==> config.mk <==
export PLATFORM = sky130hd
export DESIGN_NAME = vpd_keyword_locator_core_flat
export DESIGN_NICKNAME = d
export VERILOG_FILES = /design/src/rtl/core/vpdkl_pkg.sv /design/src/rtl/core/vpdkl_if.sv /design/src/rtl/core/vpd_keyword_locator_core.sv /design/src/rtl/core/vpdkl_parser.sv /design/src/rtl/core/vpdkl_out_reg.sv /design/src/flat_wrapper.sv
export SDC_FILE = /design/constraint.sdc
export NUM_CORES = 1
export LEC_CHECK = 0
export ABC_AREA = 1
export BUFFER_PORTS_ARGS = -buffer_cell sky130_fd_sc_hd__buf_2
export CORE_MARGIN = 1.5
export CORE_UTILIZATION = 35
export CTS_CLUSTER_SIZE = 20
export DETAILED_ROUTE_END_ITERATION = 8
export MAX_ROUTING_LAYER = met4
export PLACE_DENSITY_LB_ADDON = 0.1
export REMOVE_ABC_BUFFERS = 1
export SLEW_MARGIN = 25
export SYNTH_ARGS = -nofsm -noshare
export SYNTH_HDL_FRONTEND = slang
export SYNTH_HIERARCHICAL = 1
export SYNTH_SLANG_ARGS = --single-unit
==> constraint.sdc <==
create_clock -name i_clk -period 8.05 [get_ports i_clk]
set_input_delay 1.61 -clock i_clk [delete_from_list [all_inputs] [get_ports i_clk]]
set_output_delay 1.61 -clock i_clk [all_outputs]
set_load 0.01 [all_outputs]
==> src/rtl/core/vpdkl_pkg.sv <==
// Package for the VPD keyword locator: parse phases, status codes, result word.
// No dependencies.
`timescale 1ns / 1ps

package vpdkl_pkg;

    typedef enum logic [3:0] {
        PH_IDLE  = 4'd0,
        PH_LEN0  = 4'd1,
        PH_LEN1  = 4'd2,
        PH_HDR   = 4'd3,
        PH_NAME0 = 4'd4,
        PH_NAME1 = 4'd5,
        PH_SIZE0 = 4'd6,
        PH_SIZE1 = 4'd7,
        PH_DATA  = 4'd8
    } t_phase;

    typedef enum logic [1:0] {
        ST_FOUND     = 2'd0,
        ST_NOT_FOUND = 2'd1,
        ST_NO_MEMD   = 2'd2
    } t_status;

    typedef struct packed {
        logic        valid;
        t_status     status;
        logic [15:0] data_offset;
        logic [15:0] data_size;
    } t_result;

    localparam logic [7:0]  CH_HASH        = 8'h23;
    localparam logic [7:0]  CH_P           = 8'h50;
    localparam logic [7:0]  CH_F           = 8'h46;
    localparam logic [15:0] MEMD_FIRST_OFF = 16'd5;
    localparam logic [15:0] MEMD_LAST_OFF  = 16'd8;
    localparam logic [15:0] FIRST_KW_OFF   = 16'd9;

    // record name character for (offset - 5) mod 4
    function automatic logic [7:0] memd_char(input logic [1:0] idx);
        logic [7:0] ch;
        case (idx)
            2'd0:    ch = 8'h4D;
            2'd1:    ch = 8'h45;
            2'd2:    ch = 8'h4D;
            default: ch = 8'h44;
        endcase
        return ch;
    endfunction

    function automatic logic [15:0] sat_inc(input logic [15:0] v);
        return (v == 16'hFFFF) ? v : v + 16'd1;
    endfunction

endpackage

==> src/rtl/core/vpdkl_if.sv <==
// Valid/ready channel interfaces for VPD bytes in and verdict words out.
// No dependencies.
`timescale 1ns / 1ps

interface vpdkl_in_if;
    logic       valid;
    logic       ready;
    logic [7:0] data_byte;
    logic       blob_start;
    logic       blob_end;

    modport source (output valid, data_byte, blob_start, blob_end, input ready);
    modport sink   (input valid, data_byte, blob_start, blob_end, output ready);
endinterface

interface vpdkl_out_if;
    logic        valid;
    logic        ready;
    logic [1:0]  status;
    logic [15:0] data_offset;
    logic [15:0] data_size;

    modport source (output valid, status, data_offset, data_size, input ready);
    modport sink   (input valid, status, data_offset, data_size, output ready);
endinterface

==> src/rtl/core/vpd_keyword_locator_core.sv <==
// Top level of the VPD keyword locator: keyword register, parser, result register.
// Depends on vpdkl_pkg, vpdkl_if, vpdkl_parser and vpdkl_out_reg.
`timescale 1ns / 1ps

// Usage:
//   i_in carries one record byte per word with blob_start and blob_end flags.
//   A word with blob_start opens a new record at offset 0 and restarts the
//   parse from any phase; bytes outside a record are dropped.
//   o_out carries at most one verdict word per record: status found (with
//   data offset and size), not found, or record name missing.
//   i_cfg_we/i_cfg_data write the sought two-character keyword; write only
//   while the block is idle.
//   Throughput: one byte per cycle while i_in.ready is high; the parse phase
//   and compares sit between the parser state and result registers.
//   Output: a verdict appears on o_out in the cycle after its deciding byte.
//   Stall: while a verdict waits unclaimed, i_in.ready stays low; it is high
//   whenever the result register is empty or being emptied.
//   Reset: the parse returns to idle, the keyword clears to zero and any
//   pending verdict is dropped.

module vpd_keyword_locator_core import vpdkl_pkg::*; (
    input  logic        i_clk,
    input  logic        i_rst_n,
    input  logic        i_cfg_we,
    input  logic [15:0] i_cfg_data,
    vpdkl_in_if.sink    i_in,
    vpdkl_out_if.source o_out
);

    logic [15:0] r_target_keyword;
    logic        space;
    logic        accept;
    t_result     result;

    always_ff @(posedge i_clk) begin
        if (!i_rst_n) begin
            r_target_keyword <= '0;
        end else if (i_cfg_we) begin
            r_target_keyword <= i_cfg_data;
        end
    end

    assign i_in.ready = space;
    assign accept     = i_in.valid && space;

    vpdkl_parser u_parser (
        .i_clk            (i_clk),
        .i_rst_n          (i_rst_n),
        .i_accept         (accept),
        .i_data_byte      (i_in.data_byte),
        .i_blob_start     (i_in.blob_start),
        .i_blob_end       (i_in.blob_end),
        .i_target_keyword (r_target_keyword),
        .o_result         (result)
    );

    vpdkl_out_reg u_out_reg (
        .i_clk    (i_clk),
        .i_rst_n  (i_rst_n),
        .i_load   (accept && result.valid),
        .i_result (result),
        .o_space  (space),
        .o_out    (o_out)
    );

endmodule

==> src/rtl/core/vpdkl_parser.sv <==
// Record parser: phase machine and keyword compare, one byte per accepted word.
// Depends on vpdkl_pkg.
`timescale 1ns / 1ps

module vpdkl_parser import vpdkl_pkg::*; (
    input  logic        i_clk,
    input  logic        i_rst_n,
    input  logic        i_accept,
    input  logic [7:0]  i_data_byte,
    input  logic        i_blob_start,
    input  logic        i_blob_end,
    input  logic [15:0] i_target_keyword,
    output t_result     o_result
);

    t_phase      r_phase, n_phase;
    logic [15:0] r_byte_offset, n_byte_offset;
    logic [15:0] r_record_length, n_record_length;
    logic [15:0] r_keyword_length, n_keyword_length;
    logic [15:0] r_skip_left, n_skip_left;
    logic [7:0]  r_first_name_char, n_first_name_char;
    logic        r_wide_size, n_wide_size;
    logic        r_name_hit, n_name_hit;

    t_phase      cur_phase;
    logic [15:0] cur_offset;
    logic [15:0] cur_record_length;
    logic [15:0] cur_keyword_length;
    logic [15:0] cur_skip_left;
    logic [7:0]  cur_first_name_char;
    logic        cur_wide_size;
    logic        cur_name_hit;

    logic [15:0] kw_length_full;
    logic        size_done;
    logic [16:0] next_kw_off;
    logic [15:0] skip_dec;
    logic        memd_mismatch;
    t_result     result;

    // a start byte restarts the parse from a cleared state
    assign cur_phase           = i_blob_start ? PH_LEN0 : r_phase;
    assign cur_offset          = i_blob_start ? '0 : r_byte_offset;
    assign cur_record_length   = i_blob_start ? '0 : r_record_length;
    assign cur_keyword_length  = i_blob_start ? '0 : r_keyword_length;
    assign cur_skip_left       = i_blob_start ? '0 : r_skip_left;
    assign cur_first_name_char = i_blob_start ? '0 : r_first_name_char;
    assign cur_wide_size       = i_blob_start ? 1'b0 : r_wide_size;
    assign cur_name_hit        = i_blob_start ? 1'b0 : r_name_hit;

    assign kw_length_full = (cur_phase == PH_SIZE1) ? {i_data_byte, cur_keyword_length[7:0]}
                                                    : {8'h00, i_data_byte};
    assign size_done   = ((cur_phase == PH_SIZE0) && !cur_wide_size) || (cur_phase == PH_SIZE1);
    assign next_kw_off = {1'b0, cur_offset} + 17'd1 + {1'b0, kw_length_full};
    assign skip_dec    = (cur_skip_left != 16'd0) ? cur_skip_left - 16'd1 : cur_skip_left;
    assign memd_mismatch = (i_data_byte != memd_char(cur_offset[1:0] + 2'd3));

    // verdict
    always_comb begin
        result = '{valid: 1'b0, status: ST_NOT_FOUND, data_offset: '0, data_size: '0};
        case (cur_phase)
            PH_HDR: begin
                if (cur_offset >= MEMD_FIRST_OFF) begin
                    if (memd_mismatch) begin
                        result.valid  = 1'b1;
                        result.status = ST_NO_MEMD;
                    end else if (cur_offset >= MEMD_LAST_OFF &&
                                 cur_record_length <= FIRST_KW_OFF) begin
                        result.valid  = 1'b1;
                    end
                end
            end
            PH_NAME1: begin
                if (cur_first_name_char == CH_P && i_data_byte == CH_F) begin
                    result.valid = 1'b1;
                end
            end
            PH_SIZE0, PH_SIZE1: begin
                if (size_done) begin
                    if (cur_name_hit) begin
                        result.valid       = 1'b1;
                        result.status      = ST_FOUND;
                        result.data_offset = sat_inc(cur_offset);
                        result.data_size   = kw_length_full;
                    end else if (next_kw_off >= {1'b0, cur_record_length}) begin
                        result.valid = 1'b1;
                    end
                end
            end
            default: begin
            end
        endcase
        if (!result.valid && i_blob_end && cur_phase != PH_IDLE) begin
            result.valid  = 1'b1;
            result.status = ST_NOT_FOUND;
        end
    end

    // next state
    always_comb begin
        n_phase           = cur_phase;
        n_byte_offset     = sat_inc(cur_offset);
        n_record_length   = cur_record_length;
        n_keyword_length  = cur_keyword_length;
        n_skip_left       = cur_skip_left;
        n_first_name_char = cur_first_name_char;
        n_wide_size       = cur_wide_size;
        n_name_hit        = cur_name_hit;
        case (cur_phase)
            PH_IDLE: begin
                n_byte_offset = cur_offset;
            end
            PH_LEN0: begin
                n_record_length = {8'h00, i_data_byte};
                n_phase         = PH_LEN1;
            end
            PH_LEN1: begin
                n_record_length = {i_data_byte, cur_record_length[7:0]};
                n_phase         = PH_HDR;
            end
            PH_HDR: begin
                if (cur_offset >= MEMD_LAST_OFF) begin
                    n_phase = PH_NAME0;
                end
            end
            PH_NAME0: begin
                n_first_name_char = i_data_byte;
                n_wide_size       = (i_data_byte == CH_HASH);
                n_phase           = PH_NAME1;
            end
            PH_NAME1: begin
                n_name_hit = ({cur_first_name_char, i_data_byte} == i_target_keyword);
                n_phase    = PH_SIZE0;
            end
            PH_SIZE0, PH_SIZE1: begin
                n_keyword_length = kw_length_full;
                if (!size_done) begin
                    n_phase = PH_SIZE1;
                end else if (kw_length_full == 16'd0) begin
                    n_phase = PH_NAME0;
                end else begin
                    n_skip_left = kw_length_full;
                    n_phase     = PH_DATA;
                end
            end
            PH_DATA: begin
                n_skip_left = skip_dec;
                if (skip_dec == 16'd0) begin
                    n_phase = PH_NAME0;
                end
            end
            default: begin
                n_phase       = PH_IDLE;
                n_byte_offset = cur_offset;
            end
        endcase
        if (result.valid) begin
            n_phase = PH_IDLE;
        end
    end

    always_ff @(posedge i_clk) begin
        if (!i_rst_n) begin
            r_phase           <= PH_IDLE;
            r_byte_offset     <= '0;
            r_record_length   <= '0;
            r_keyword_length  <= '0;
            r_skip_left       <= '0;
            r_first_name_char <= '0;
            r_wide_size       <= 1'b0;
            r_name_hit        <= 1'b0;
        end else if (i_accept) begin
            r_phase           <= n_phase;
            r_byte_offset     <= n_byte_offset;
            r_record_length   <= n_record_length;
            r_keyword_length  <= n_keyword_length;
            r_skip_left       <= n_skip_left;
            r_first_name_char <= n_first_name_char;
            r_wide_size       <= n_wide_size;
            r_name_hit        <= n_name_hit;
        end
    end

    assign o_result = result;

endmodule

==> src/rtl/core/vpdkl_out_reg.sv <==
// Result register: holds one verdict word until the receiver takes it.
// Depends on vpdkl_pkg and vpdkl_out_if.
`timescale 1ns / 1ps

module vpdkl_out_reg import vpdkl_pkg::*; (
    input  logic               i_clk,
    input  logic               i_rst_n,
    input  logic               i_load,
    input  t_result            i_result,
    output logic               o_space,
    vpdkl_out_if.source        o_out
);

    logic        r_valid;
    t_status     r_status;
    logic [15:0] r_data_offset;
    logic [15:0] r_data_size;

    assign o_space = !r_valid || o_out.ready;

    always_ff @(posedge i_clk) begin
        if (!i_rst_n) begin
            r_valid <= 1'b0;
        end else if (i_load) begin
            r_valid <= 1'b1;
        end else if (o_out.ready) begin
            r_valid <= 1'b0;
        end
    end

    always_ff @(posedge i_clk) begin
        if (i_load) begin
            r_status      <= i_result.status;
            r_data_offset <= i_result.data_offset;
            r_data_size   <= i_result.data_size;
        end
    end

    assign o_out.valid       = r_valid;
    assign o_out.status      = r_status;
    assign o_out.data_offset = r_data_offset;
    assign o_out.data_size   = r_data_size;

endmodule

==> src/flat_wrapper.sv <==
// flat-port wrapper written by rule: the top's interface ports become plain ports
module vpd_keyword_locator_core_flat import vpdkl_pkg::*;
  (i_clk, i_rst_n, i_cfg_we, i_cfg_data, i_in_valid, i_in_data_byte, i_in_blob_start, i_in_blob_end, i_in_ready, o_out_valid, o_out_status, o_out_data_offset, o_out_data_size, o_out_ready);
  vpdkl_in_if i_in_i ();
  vpdkl_out_if o_out_i ();
  input  logic i_clk;
  input  logic i_rst_n;
  input  logic i_cfg_we;
  input  logic [15:0] i_cfg_data;
  input wire logic [$bits(i_in_i.valid)-1:0] i_in_valid;
  input wire logic [$bits(i_in_i.data_byte)-1:0] i_in_data_byte;
  input wire logic [$bits(i_in_i.blob_start)-1:0] i_in_blob_start;
  input wire logic [$bits(i_in_i.blob_end)-1:0] i_in_blob_end;
  output wire logic [$bits(i_in_i.ready)-1:0] i_in_ready;
  output wire logic [$bits(o_out_i.valid)-1:0] o_out_valid;
  output wire logic [$bits(o_out_i.status)-1:0] o_out_status;
  output wire logic [$bits(o_out_i.data_offset)-1:0] o_out_data_offset;
  output wire logic [$bits(o_out_i.data_size)-1:0] o_out_data_size;
  input wire logic [$bits(o_out_i.ready)-1:0] o_out_ready;
  assign i_in_i.valid = i_in_valid;
  assign i_in_i.data_byte = i_in_data_byte;
  assign i_in_i.blob_start = i_in_blob_start;
  assign i_in_i.blob_end = i_in_blob_end;
  assign i_in_ready = i_in_i.ready;
  assign o_out_valid = o_out_i.valid;
  assign o_out_status = o_out_i.status;
  assign o_out_data_offset = o_out_i.data_offset;
  assign o_out_data_size = o_out_i.data_size;
  assign o_out_i.ready = o_out_ready;
  vpd_keyword_locator_core u_core (.i_clk(i_clk), .i_rst_n(i_rst_n), .i_cfg_we(i_cfg_we), .i_cfg_data(i_cfg_data), .i_in(i_in_i), .o_out(o_out_i));
endmodule
Yosys cells after proc, flatten, opt, wreduce, memory -nomap -nowiden
Index checks and enable logic that the tools add are counted.
{"block": "classes", "addsub": 5, "order_cmp": 4, "eq_ne": 16, "muxes": 41, "reduce_logical": 23}
{"op": "$mux W16", "count": 9}
{"op": "$pmux W16 S2", "count": 2}
{"op": "$mux W35", "count": 1}
{"op": "$mux W33", "count": 1}
{"op": "$logic_not A16 Y1", "count": 2}
{"op": "$mux W8", "count": 4}
{"op": "$pmux W4 S8", "count": 1}
{"op": "$mux W4", "count": 6}
{"op": "$add A16 B1 Y17 const B", "count": 1}
{"op": "$add A17 B16 Y17", "count": 1}
{"op": "$ge A17 B16 Y1", "count": 1}
{"op": "$add A16 B1 Y16 const B", "count": 1}
{"op": "$eq A16 B16 Y1", "count": 1}
{"op": "$eq A16 B16 Y1 const B", "count": 1}
{"op": "$eq A4 B3 Y1 const B", "count": 4}
{"op": "$eq A8 B7 Y1 const B", "count": 2}
{"op": "$ge A16 B3 Y1 const B", "count": 1}
{"op": "$ge A16 B4 Y1 const B", "count": 1}
{"op": "$le A16 B4 Y1 const B", "count": 1}
{"op": "$reduce_bool A16 Y1", "count": 1}
{"op": "$sub A16 B1 Y16 const B", "count": 1}
{"op": "$mux W1", "count": 11}
{"op": "$eq A4 B2 Y1 const B", "count": 2}
{"op": "$eq A8 B6 Y1 const B", "count": 1}
{"op": "other kinds (21)", "count": 32}
{"block": "totals", "reg_bits": 121, "input_bits": 31, "out_inout_bits": 36}

Depth between registers and ports, before layout
{"block": "depth", "depth_word": 15, "ltp_mapped": 33, "ltp_nobuf": 31}

By module
Netlist, hierarchy kept.
{"mod": "vpdkl_parser", "instances": 1, "cells_each": 1124, "area_per_inst_um2": 6872.8, "seq_area_each_um2": 1401.3}
{"mod": "vpdkl_out_reg", "instances": 1, "cells_each": 40, "area_per_inst_um2": 1067.3, "seq_area_each_um2": 1041.0}
{"mod": "vpd_keyword_locator_core", "instances": 1, "cells_each": 105, "area_per_inst_um2": 689.4, "seq_area_each_um2": 320.3}

Worst setup path after synthesis
Ideal clock, no wire load.
{"block": "synth_timing", "path_kind": "in2reg", "from": "in i_in_blob_start", "to": "reg u_core.u_out_reg.r_data_offset[0] (netlist: u_core/u_out_reg/o_out.data_offset[0]), enable pin", "t_arrival_ns": 6.184, "t_required_ns": 7.623, "slack_ns": 1.439, "path_stages": 29, "n_path_buf": 3, "cell_sequence": "buf_6 -> inv_6 -> buf_8 -> buf_6 -> nand2_1 -> nand2_1 -> o21ai_0 -> ha_1 -> inv_1 -> fa_1 -> nand2_1 -> nand3b_1 -> nand2_1 -> nand2_1 -> nand2_1 -> a21boi_0 -> o21bai_1 -> xor2_1 -> ha_1 -> nand2_1 -> nor2_1 -> a41oi_1 -> o21ai_1 -> a21oi_1 -> nand2_1 -> nand2_1 -> nand3_1 -> inv_1 -> nor2_1"}
{"item": "start, declared", "line_no": "flat_wrapper.sv:12", "text": "input wire logic [$bits(i_in_i.blob_start)-1:0] i_in_blob_start;"}
{"item": "end signal, assigned", "line_no": "vpdkl_out_reg.sv:34", "text": "r_data_offset <= i_result.data_offset;"}
{"item": "end, declared", "line_no": "vpdkl_out_reg.sv:16", "text": "logic [15:0] r_data_offset;"}

==> out/metrics.cfg <==
[timing]
relSlewSlack = 0.390
setup-tns-final_ps = 0
min_period_ps = 6090
rsz0062_at_grt = false
fmax_ghz = 0.164
fin_crit_sh = 0.756
skew_ps = 7.45
fin_ws_ps = 1960
hold_viol = 0
finalSetupViolations = 0
slew_viol_final = 0
worstMarginPinSlew_ps = 914

[logic_synthesis]
synth_area_mm2 = 0.00863
avgSynthCellArea_um2 = 6.80
synth_cells = 1269
ys_seq_area_frac = 0.320
yosysTopAreaCell = dfxtp_1
synth_warnings = 6
yosys-top-cells-area = dfxtp_1 (20%), edfxtp_1 (12%), nand2_1 (11%), nor2_1 (8.2%), inv_1 (7.1%)
synth_top_area_frac = 0.202
ys_types = 54
yosysMostFrequentCell = nand2_1
synth_edf_count = 34
synthTopCellsByCount = nand2_1 (255), nor2_1 (189), inv_1 (164)
async_reset_ff_frac = 0
synthFlopType = dfxtp_1
ys_seq_elements = 121

[layout]
drive_gt1_frac = 0.138
fin_nets = 1380
syn_to_final_growth_pct = 13.0
final_util = 0.402

[power]
power_density_mw_per_mm2 = 179
switching_power_uw = 539
ir_worst_vdd_mv = 0.115
switching_share = 0.309
pwr-share-seq = 0.384
power_frac_clock = 0.441
leakage_nw = 4.40
internal_power_mw = 1.21
power_frac_comb = 0.174

[placed_design]
gp_congestion = 0.894
dp_slack_ps = 1580
dp_hpwl_mm = 19.8
io_buffers = 66

[die]
io_pins = 67
die_x_um = 160
rows = 57
start_util = 0.356
die_area_mm2 = 0.0256
die_y_um = 160
core-area_mm2 = 0.0242

[clock_network]
cts_tree = yes
path_clk_slew_ps = 60
numCtsBuffers = 17
h-tree-depth = 4
cts_root_buf = clkbuf_16
cts_resized = 0
holdBufCountCts = 0
clkSinkCount = 121
clockBufferDepth = 2
postCtsSetupBuffers = 0
clkLatencyLatePin_ps = 420

[worst_setup_path]
worstPathMaxFanout = 38
cp-end-kind = flop
crit_slowest_cell = buf_4
crit_type = in2reg
cp.arrival_ps = 6150
critPathMaxStageDelay_ps = 410
cp_data_required_time_ps = 8110
cp_common_cell = nand2_1
cp-start-kind = input port

[global_route]
antenna_found_initial = 1
grt_pass1_vias = 7733
met2_usage = 0.332
grt_pass1_wl_mm = 43.2
overflow = 0
busiest_layer = met2
use_met1 = 0.311
grt_usage = 0.223
met3_usage = 0.0314
grt_max_degree = 69

[detailed_routing]
avgViaCountPerCell = 5.08
dr.first_iter.drc_count = 679
routed_wl_mm = 27.2
avgRoutedWirePerCell_um = 16.5
dr.pass1.iters = 5
postRouteAntennaNets = 0
drc = 0
vias = 8385

[flow_run]
cap_viol_max_count = 0

[status]
status = finished clean

[worst_hold_path]
hold_class = reg2reg

placed cells by master, fill, tap and decap left out, drive strengths merged, types with 19 or more instances in the layout:
master	Yosys	final
a21oi	88	88
buf	22	78
clkbuf	30	19
dfxtp	87	87
edfxtp	34	34
ha	34	34
inv	177	181
nand2	276	276
nand3	61	61
nand4	25	25
nor2	205	205
nor3	20	20
o21ai	86	86
xor2	30	30
power by group through the flow:
stage / combinational (mW) / sequential (mW) / clock (mW)
2_1_floorplan: 0.203 / 0.684 / 0
3_3_place_gp: 0.302 / 0.684 / 0
4_1_cts: 0.304 / 0.671 / 0.787
6_report: 0.305 / 0.671 / 0.771
3_5_place_dp: 0.302 / 0.684 / 0
5_1_grt: 0.345 / 0.675 / 0.812
registers in the layout (all words and copies together), names as in the netlist:
name / count
u_core/u_parser/r_phase: 4
u_core/r_target_keyword: 16
u_core/u_parser/r_byte_offset: 16
u_core/u_out_reg/o_out.valid: 1
u_core/u_parser/r_keyword_length: 8
u_core/u_parser/r_skip_left: 16
u_core/u_parser/r_first_name_char: 8
u_core/u_parser/r_wide_size: 1
u_core/u_out_reg/o_out.data_offset: 16
u_core/u_parser/r_record_length: 16
u_core/u_out_reg/o_out.status: 2
u_core/u_out_reg/o_out.data_size: 16
u_core/u_parser/r_name_hit: 1
final timing paths:
| check | slack [ps] | depth (start not counted) | to | from |
|---|---|---|---|---|
| worst min-delay path | 460 | 2 | u_core/u_parser/r_skip_left[4] | u_core/u_parser/r_skip_left[4] |
| worst min register to register | 460 | 2 | u_core/u_parser/r_skip_left[4] | u_core/u_parser/r_skip_left[4] |
| worst max-delay path | 1960 | 29 | u_core/u_out_reg/o_out.data_offset[2] | i_in_blob_start |
| worst max register to register | 3200 | 27 | u_core/u_out_reg/o_out.data_offset[2] | u_core/u_parser/r_phase[2] |
metrics by stage:
stage / std cells / total power, mW / area [um^2] / hold slack [ps]
finish: 1652 / 1.75 / 9750 / 464
global route: 1652 / 1.83 / 9750 / 488
CTS: 1651 / 1.76 / 9740 / 467
detailed placement: 1619 / 0.986 / 9160 / 457
global placement: 1619 / 0.986 / 9160 / 452
floorplan: 1217 / 0.887 / 8330 / 441
cell type report:
class / instances / area [um^2]
well taps: 324 / 405
repair buffers: 78 / 420
fillers: 2685 / 14500
clock inverters: 13 / 118
flip-flops and latches: 121 / 2760
diodes: 1 / 2.50
clock buffers: 19 / 464
inverters: 180 / 681
multi-input cells: 916 / 4900
logic make-up (layout without fill, tap and decap cells):
group | count (synthesis) | in the layout | share of synthesized area
buf+inv | 232 | 290 | 0.114
flops | 121 | 121 | 0.320
compound gates | 239 | 239 | 0.163
fa+ha+maj | 35 | 35 | 0.0516
simple gates | 598 | 598 | 0.306
other cells | 0 | 1 | 0
xor+xnor | 44 | 44 | 0.0455
critical path, delay by kind of cell:
| family | cells | cell delay [ps] |
|---|---|---|
| adders and majority gates | 3 | 920 |
| xor gates and xnor gates | 1 | 160 |
| buffers and inverters | 5 | 940 |
| AOI/OAI and AO/OA | 6 | 860 |
| and+or+nand+nor | 14 | 1570 |
routing by layer:
layer	wire (um)	part of all wire	vias up
met4	513	0.019	0
met5	0	0	-
met1	13700	0.50	3858
li1	-	-	4251
met3	1150	0.042	32
met2	11800	0.43	244
Note: power is estimated with default switching activity, not from simulation.
